===== config.mk =====
export PLATFORM = sky130hd
export DESIGN_NAME = lef_window_filter
export DESIGN_NICKNAME = d
export VERILOG_FILES = /design/src/design/lef_pkg.sv /design/src/design/lef_window_filter.sv
export SDC_FILE = /design/constraint.sdc
export NUM_CORES = 1
export LEC_CHECK = 0
export BUFFER_PORTS_ARGS = -buffer_cell sky130_fd_sc_hd__buf_2
export CAP_MARGIN = 40
export CORE_MARGIN = 3
export CORE_UTILIZATION = 40
export CTS_CLUSTER_SIZE = 12
export DETAILED_ROUTE_END_ITERATION = 10
export PLACE_DENSITY = 0.67
export SLEW_MARGIN = 20
export SYNTH_ARGS = -nofsm -noshare
export SYNTH_HDL_FRONTEND = slang
export SYNTH_SLANG_ARGS = --single-unit

===== constraint.sdc =====
create_clock -name clk -period 12.6 [get_ports clk]
set_clock_uncertainty 0.15 [all_clocks]
set_input_delay 1.26 -clock clk [delete_from_list [all_inputs] [get_ports clk]]
set_output_delay 1.26 -clock clk [all_outputs]
set_load 0.03 [all_outputs]

===== src/design/lef_pkg.sv =====
// Shared types, constants and the per-channel edge kernel of the Laplacian edge filter.
`default_nettype none

package lef_pkg;

  // Parameter defaults
  localparam int MAX_WIDTH_DEFAULT = 2048;
  localparam int CHANNELS_DEFAULT  = 3;

  // Channel bytes carried on the pixel ports
  localparam int INPUT_LANES = 3;

  // Configuration register indexes
  localparam logic [1:0] REG_IMAGE_WIDTH     = 2'd0;
  localparam logic [1:0] REG_IMAGE_HEIGHT    = 2'd1;
  localparam logic [1:0] REG_COMPONENT_COUNT = 2'd2;

  // Configuration reset values
  localparam logic [11:0] IMAGE_WIDTH_RESET     = 12'd640;
  localparam logic [15:0] IMAGE_HEIGHT_RESET    = 16'd480;
  localparam logic [1:0]  COMPONENT_COUNT_RESET = 2'd3;

  // Smallest frame dimension the window can work on
  localparam logic [11:0] MIN_WIDTH  = 12'd3;
  localparam logic [15:0] MIN_HEIGHT = 16'd3;

  // Clamp ceiling of a result byte
  localparam logic [7:0] PIXEL_MAX = 8'd255;

  // Position and marks that travel with a pixel through the pipeline
  typedef struct packed {
    logic        emit;
    logic [10:0] column;
    logic [15:0] row;
    logic        row_end;
    logic        frame_end;
  } meta_t;

  // Eight times the centre minus the neighbour sum, clamped to 0..255
  function automatic logic [7:0] edge_kernel(input logic [7:0] centre,
                                             input logic [10:0] neighbour_sum);
    logic [11:0] diff;
    logic [7:0]  res;
    diff = {1'b0, centre, 3'b000} - {1'b0, neighbour_sum};
    if (diff[11]) begin
      res = 8'd0;
    end else if (diff[10:8] != 3'd0) begin
      res = PIXEL_MAX;
    end else begin
      res = diff[7:0];
    end
    return res;
  endfunction

endpackage

`default_nettype wire


===== src/design/lef_window_filter.sv =====
// 3x3 pixel window, per-channel edge kernel and the output register.
`default_nettype none

module lef_window_filter #(
  parameter int LANES = lef_pkg::INPUT_LANES,
  parameter int PIX_W = 8 * LANES
) (
  input  wire logic                  clk,
  input  wire logic                  rst,
  input  wire logic                  advance,
  input  wire logic                  s1_valid,
  input  wire lef_pkg::meta_t        s1_meta,
  input  wire logic [PIX_W-1:0]      up_px,
  input  wire logic [PIX_W-1:0]      mid_px,
  input  wire logic [PIX_W-1:0]      new_px,
  input  wire logic [1:0]            used_channels,
  output logic                       out_valid,
  output lef_pkg::meta_t             out_meta,
  output logic [2:0][7:0]            edge_out
);

  logic [2:0][2:0][PIX_W-1:0] win;
  logic                       s2_valid;
  lef_pkg::meta_t             s2_meta;
  logic [2:0][7:0]            edge_next;

  // Shift the window one column per word
  always_ff @(posedge clk) begin
    if (advance && s1_valid) begin
      for (int r = 0; r < 3; r++) begin
        win[r][0] <= win[r][1];
        win[r][1] <= win[r][2];
      end
      win[0][2] <= up_px;
      win[1][2] <= mid_px;
      win[2][2] <= new_px;
    end
  end

  // Hold the meta of the window centre
  always_ff @(posedge clk) begin
    if (rst) begin
      s2_valid <= 1'b0;
    end else if (advance) begin
      s2_valid <= s1_valid && s1_meta.emit;
    end
  end

  always_ff @(posedge clk) begin
    if (advance) begin
      s2_meta <= s1_meta;
    end
  end

  // Filter each stored channel; drop channels not in use
  for (genvar c = 0; c < 3; c++) begin : g_chan
    if (c < LANES) begin : g_live
      logic [10:0] nsum;
      always_comb begin
        nsum = 11'd0;
        for (int r = 0; r < 3; r++) begin
          for (int k = 0; k < 3; k++) begin
            if (!(r == 1 && k == 1)) begin
              nsum = nsum + {3'b000, win[r][k][8*c +: 8]};
            end
          end
        end
        if (2'(c) < used_channels) begin
          edge_next[c] = lef_pkg::edge_kernel(win[1][1][8*c +: 8], nsum);
        end else begin
          edge_next[c] = 8'd0;
        end
      end
    end else begin : g_dead
      assign edge_next[c] = 8'd0;
    end
  end

  // Output register
  always_ff @(posedge clk) begin
    if (rst) begin
      out_valid <= 1'b0;
    end else if (advance) begin
      out_valid <= s2_valid;
    end
  end

  always_ff @(posedge clk) begin
    if (advance && s2_valid) begin
      out_meta <= s2_meta;
      edge_out <= edge_next;
    end
  end

endmodule

`default_nettype wire


## Yosys cells after proc, flatten, opt, wreduce, memory -nomap -nowiden

Index checks and enable logic that the tools add are counted.

- Bits in read-only memories: 0
- Register bits after elaboration: 302
- Word-level logic and storage cells: 66
- Latch bits: 0
- Memories: 0
- Input port bits: 108
- Bits in writable memories: 0

- $mul: 0
- Shift-type cells: 0
- Add/sub/neg operators: 24
- Equal/unequal tests: 0
- Reduce and logical (&&, ||, !) cells: 9
- Multiplexer cells: 3
- Magnitude comparators: 3
- Div/mod/pow operators: 0
- Bitwise operators: 3

Operator list:

| kind | count |
|---|---|
| 11-bit by 8-bit adder with 11-bit output | 12 |
| 11-bit by 11-bit subtractor with 12-bit output | 3 |
| 10-bit by 8-bit adder with 11-bit output | 3 |
| 9-bit by 8-bit adder with 10-bit output | 3 |
| 8-bit by 8-bit adder with 9-bit output | 3 |
| 8-bit two-way mux | 3 |
| 3-bit nonzero test | 3 |
| 2-bit OR reduction | 3 |
| 1-bit by 2-bit less-than comparator with 1-bit output (first input constant) | 2 |
| 1-bit logical AND | 3 |
| 1-bit inverter | 3 |
| 2-bit less-than comparator (first input constant) | 1 |

## Longest topological paths before layout

- Word-level depth: 10
- Mapped depth: 16

## Worst setup path before layout

OpenSTA, ideal clock, no wires.

- Path kind: input-to-reg
- From: input port advance
- To: register win[0] (netlist name) (enable)
- Setup slack: 5.677 ns
- Arrival time: 6.170 ns
- Library setup time: 0.603 ns
- Path buffers: 0
- Data required time: 11.847 ns
- Cell stages on the path: 1
- Path through: and2_1

- Longest elaborated chain between the ends: 1

Ends and longest elaborated chain:

| item | RTL line | text |
|---|---|---|
| start, declared | lef_window_filter.sv:10 | `input wire logic advance,` |
| 1-bit logical AND | lef_window_filter.sv:29 | `if (advance && s1_valid) begin` |
| end signal, assigned by index | lef_window_filter.sv:31 | `win[r][0] <= win[r][1];` |
| end signal, assigned by index | lef_window_filter.sv:32 | `win[r][1] <= win[r][2];` |
| end, declared | lef_window_filter.sv:22 | `logic [2:0][2:0][PIX_W-1:0] win;` |

Every way passes these cells.
A chain may end at the register's enable or synchronous reset.

## Worst setup path in the final report

- From: register win[113] (netlist name)
- To: register edge_out[17] (netlist name) (data pin)

- Longest elaborated chain between the ends: 3
- Elaborated cells between the ends (all ways): 4
- Those cells by class: 1 x add/sub; 1 x mux; 2 x reduce/logical

Ends and longest elaborated chain:

| item | RTL line | text |
|---|---|---|
| 11-bit by 11-bit subtractor with 12-bit output * | lef_pkg.sv:44 | `diff = {1'b0, centre, 3'b000} - {1'b0, neighbour_sum};` |
| 3-bit nonzero test | lef_pkg.sv:47 | `end else if (diff[10:8] != 3'd0) begin` |
| 8-bit two-way mux | lef_pkg.sv:47 |  |
| end signal, assigned | lef_window_filter.sv:91 | `edge_out <= edge_next;` |
| end, declared | lef_window_filter.sv:19 | `output logic [2:0][7:0] edge_out` |

Mark *: on every way between the ends. The rest lies on a longest branch, timed or not.

==> results.cfg <==
[min_path]
min_to = out_meta[15]
worstHoldPathType = flip-flop to flip-flop
min_from = s2_meta[15]
min_path_cells = 0

[power]
power_density_mw_per_mm2 = 203
power.leakage_uw = 0.00755
peakVddDrop_mv = 0.118

[detailed_routing]
dr.pass1.iters = 4
drtIter0Drc = 278
drc = 0
wirelength_um = 25900
dr_total_vias = 7781
via_per_inst = 4.51
ant_nets = 0
wl_per_cell_um = 15.0

[layout]
layout.cells.most_common = edfxtp_1
final_cell_mix = 300 x edfxtp_1, 271 x inv_1, 162 x buf_2, 159 x fa_1, 57 x ha_1
regArea_mm2 = 0.00905
fillers = 3306
drive_gt1_share_pct = 18.8
nets = 1516
multi_input_area_mm2 = 0.00524
syn2layout_area_growth_pct = 17.1

[cts]
postCtsSetupBuffers = 0
postCtsHoldBufs = 0
cts_buffer_depth = 3
cts_made_buffers = 35
htree_levels = 2
ctsResizeCount = 0
clockRootBuffer = clkbuf_16
cts.sinks = 302
clk_pin_slew_ns = 0.06
cts_tree = yes
clock_latency_ns = 0.53

[flow_run]
cap_violations = 0

[place]
routabilityCongestion = 0.784
dp_hpwl_um = 19200
portBuffers = 162

[synthesis]
synth_cells = 988
yosysWarnings = 0
ys_seq_area_share_pct = 59.1
synth_edf_count = 300
synth.cell_area_mm2 = 0.0153
synth_nets = 1312
ys_types = 46
async_flop_share_pct = 0
ys.flop_type = edfxtp_1
synth-seq-cells = 302
avgSynthCellArea_um2 = 15.5

[critical_path]
r2r_end = edge_out[17]
crit_path_end_kind = flip-flop
cp_cell_sequence = fa_1, fa_1, fa_1, inv_1, fa_1, inv_1, ha_1, a21o_1, o21ai_0, a21boi_0, o21ai_1, a221oi_1
crit-reg2reg-launch = win[113]
startpoint = win[113]
rr_worst_depth = 12
required_ns = 12.69
critPathSlowestCell = fa_1
r2r_slack_ns = 7.78
start_kind = flip-flop
path_common_cell = fa_1
worstPathArrival_ns = 4.90
criticalPathCategory = flip-flop to flip-flop
critPathMaxFanout = 8
cpPeakStageDelay_ns = 0.57

[grt]
grt_use_total_pct = 13.4
grt_pass1_wl_um = 43300
antenna_found_initial = 4
grt_pass1_vias = 8391
gr-total-overflow = 0
grt_max_degree = 63

[sta]
slew_headroom_pct = 48.0
fmax_ghz = 0.208
hold_viol_final = 0
period_share_pct = 38.2
whs_ns = 0.266
drv_slew = 0
rsz0062_at_grt = no
setup-violations-final = 0
worst_pin_slew_ns = 0.779
layout_min_cycle_time_ns = 4.82
tns_ns = 0

[floorplan]
dieWidth_um = 202
die_h_um = 202
ios = 163
row_count = 71
start_util_pct = 40.6
core_mm2 = 0.0377
dieArea_mm2 = 0.0406

[status]
status = complete, no violations
-- where the power goes --
group          internal (µW)  switching (µW)
Clock                    574             388
Combinational            629             850
Sequential              1170            21.3
-- cells in the mapped netlist (2+ instances only) --
library cell / number / area, µm²
nand2_1: 24 / 90.1
fa_1: 159 / 3180
nor2_1: 28 / 105
nor2b_1: 2 / 12.5
o21ai_1: 2 / 10.0
a21boi_0: 4 / 30.0
and3_1: 2 / 12.5
a221oi_1: 16 / 140
o211ai_1: 7 / 52.6
a21o_1: 5 / 37.5
o21a_1: 11 / 82.6
mux2i_1: 2 / 20.0
and2_1: 2 / 12.5
dfxtp_1: 2 / 40.0
o21ai_0: 11 / 55.1
a21oi_1: 23 / 115
edfxtp_1: 300 / 9010
xnor2_1: 18 / 158
xor2_1: 11 / 96.3
o211a_1: 2 / 20.0
inv_1: 271 / 1020
nand2b_1: 2 / 12.5
nand3_1: 2 / 10.0
ha_1: 57 / 713
o21bai_1: 2 / 15.0
mux2_2: 2 / 22.5
a211oi_4: 2 / 40.0
-- through the flow --
stage	area, µm²	util (%)	setup WS [ns]	std cells	total power, µW
floorplan	15300	-	5.68	988	2400
global placement	16800	44.5	7.88	1664	2660
detailed placement	16800	44.7	7.78	1666	2700
CTS	17900	47.6	7.79	1726	3700
global route	17900	47.6	7.53	1726	3950
finish	17900	47.6	7.78	1727	3630
-- per-layer routing --
metal / up-vias / global-route usage, % / routed length (µm) / part of all wire, %
met5: - / 0 / 44 / 0.17
met4: 6 / 3.99 / 686 / 2.6
met3: 53 / 4.08 / 1700 / 6.5
met2: 192 / 20.8 / 11800 / 46
met1: 3872 / 18.6 / 11700 / 45
li1: 3658 / - / - / -
-- sequential cells by signal, summed over array words and instances, names as in the netlist --
| name | flops |
|---|---|
| edge_out | 24 |
| s2_meta | 30 |
| out_meta | 30 |
| s2_valid | 1 |
| out_valid | 1 |
| win | 216 |
-- critical path, delay by kind of cell (launching register included) --
family                   cells  cell delay (ns)
AO/OA/AOI/OAI                5             1.41
adder cells (fa/ha/maj)      5             2.40
buffers and inverters        2             0.09
flip-flops                   1             0.47
-- worst max path at each step --
stage,end,slack [ns],cells past startpoint
2_1_floorplan,win[0],5.68,1
3_3_place_gp,edge_out[19],7.88,14
3_5_place_dp,edge_out[19],7.78,12
4_1_cts,edge_out[19],7.79,12
5_1_grt,edge_out[19],7.53,12
6_report,edge_out[17],7.78,12
-- cells by family after synthesis --
family / after synthesis / share of synthesized area [%]
and+or+nand+nor: 66 / 1.89
muxes: 5 / 0.376
adders and majority gates: 216 / 25.5
buffers and inverters: 271 / 6.65
xor gates and xnor gates: 29 / 1.66
DFF: 302 / 59.1
AOI/OAI and AO/OA: 99 / 4.81
-- cell type report --
class | instances | area share, %
Timing Repair Buffer | 167 | 4.96
Clock inverter | 16 | 0.733
Clock buffer | 44 | 5.31
Inverter | 271 | 5.68
Tap cell | 511 | 3.57
Antenna cell | 1 | 0.0140
Sequential cell | 302 | 50.5
Multi-Input combinational cell | 415 | 29.2
(Power assumes the default switching activity.)
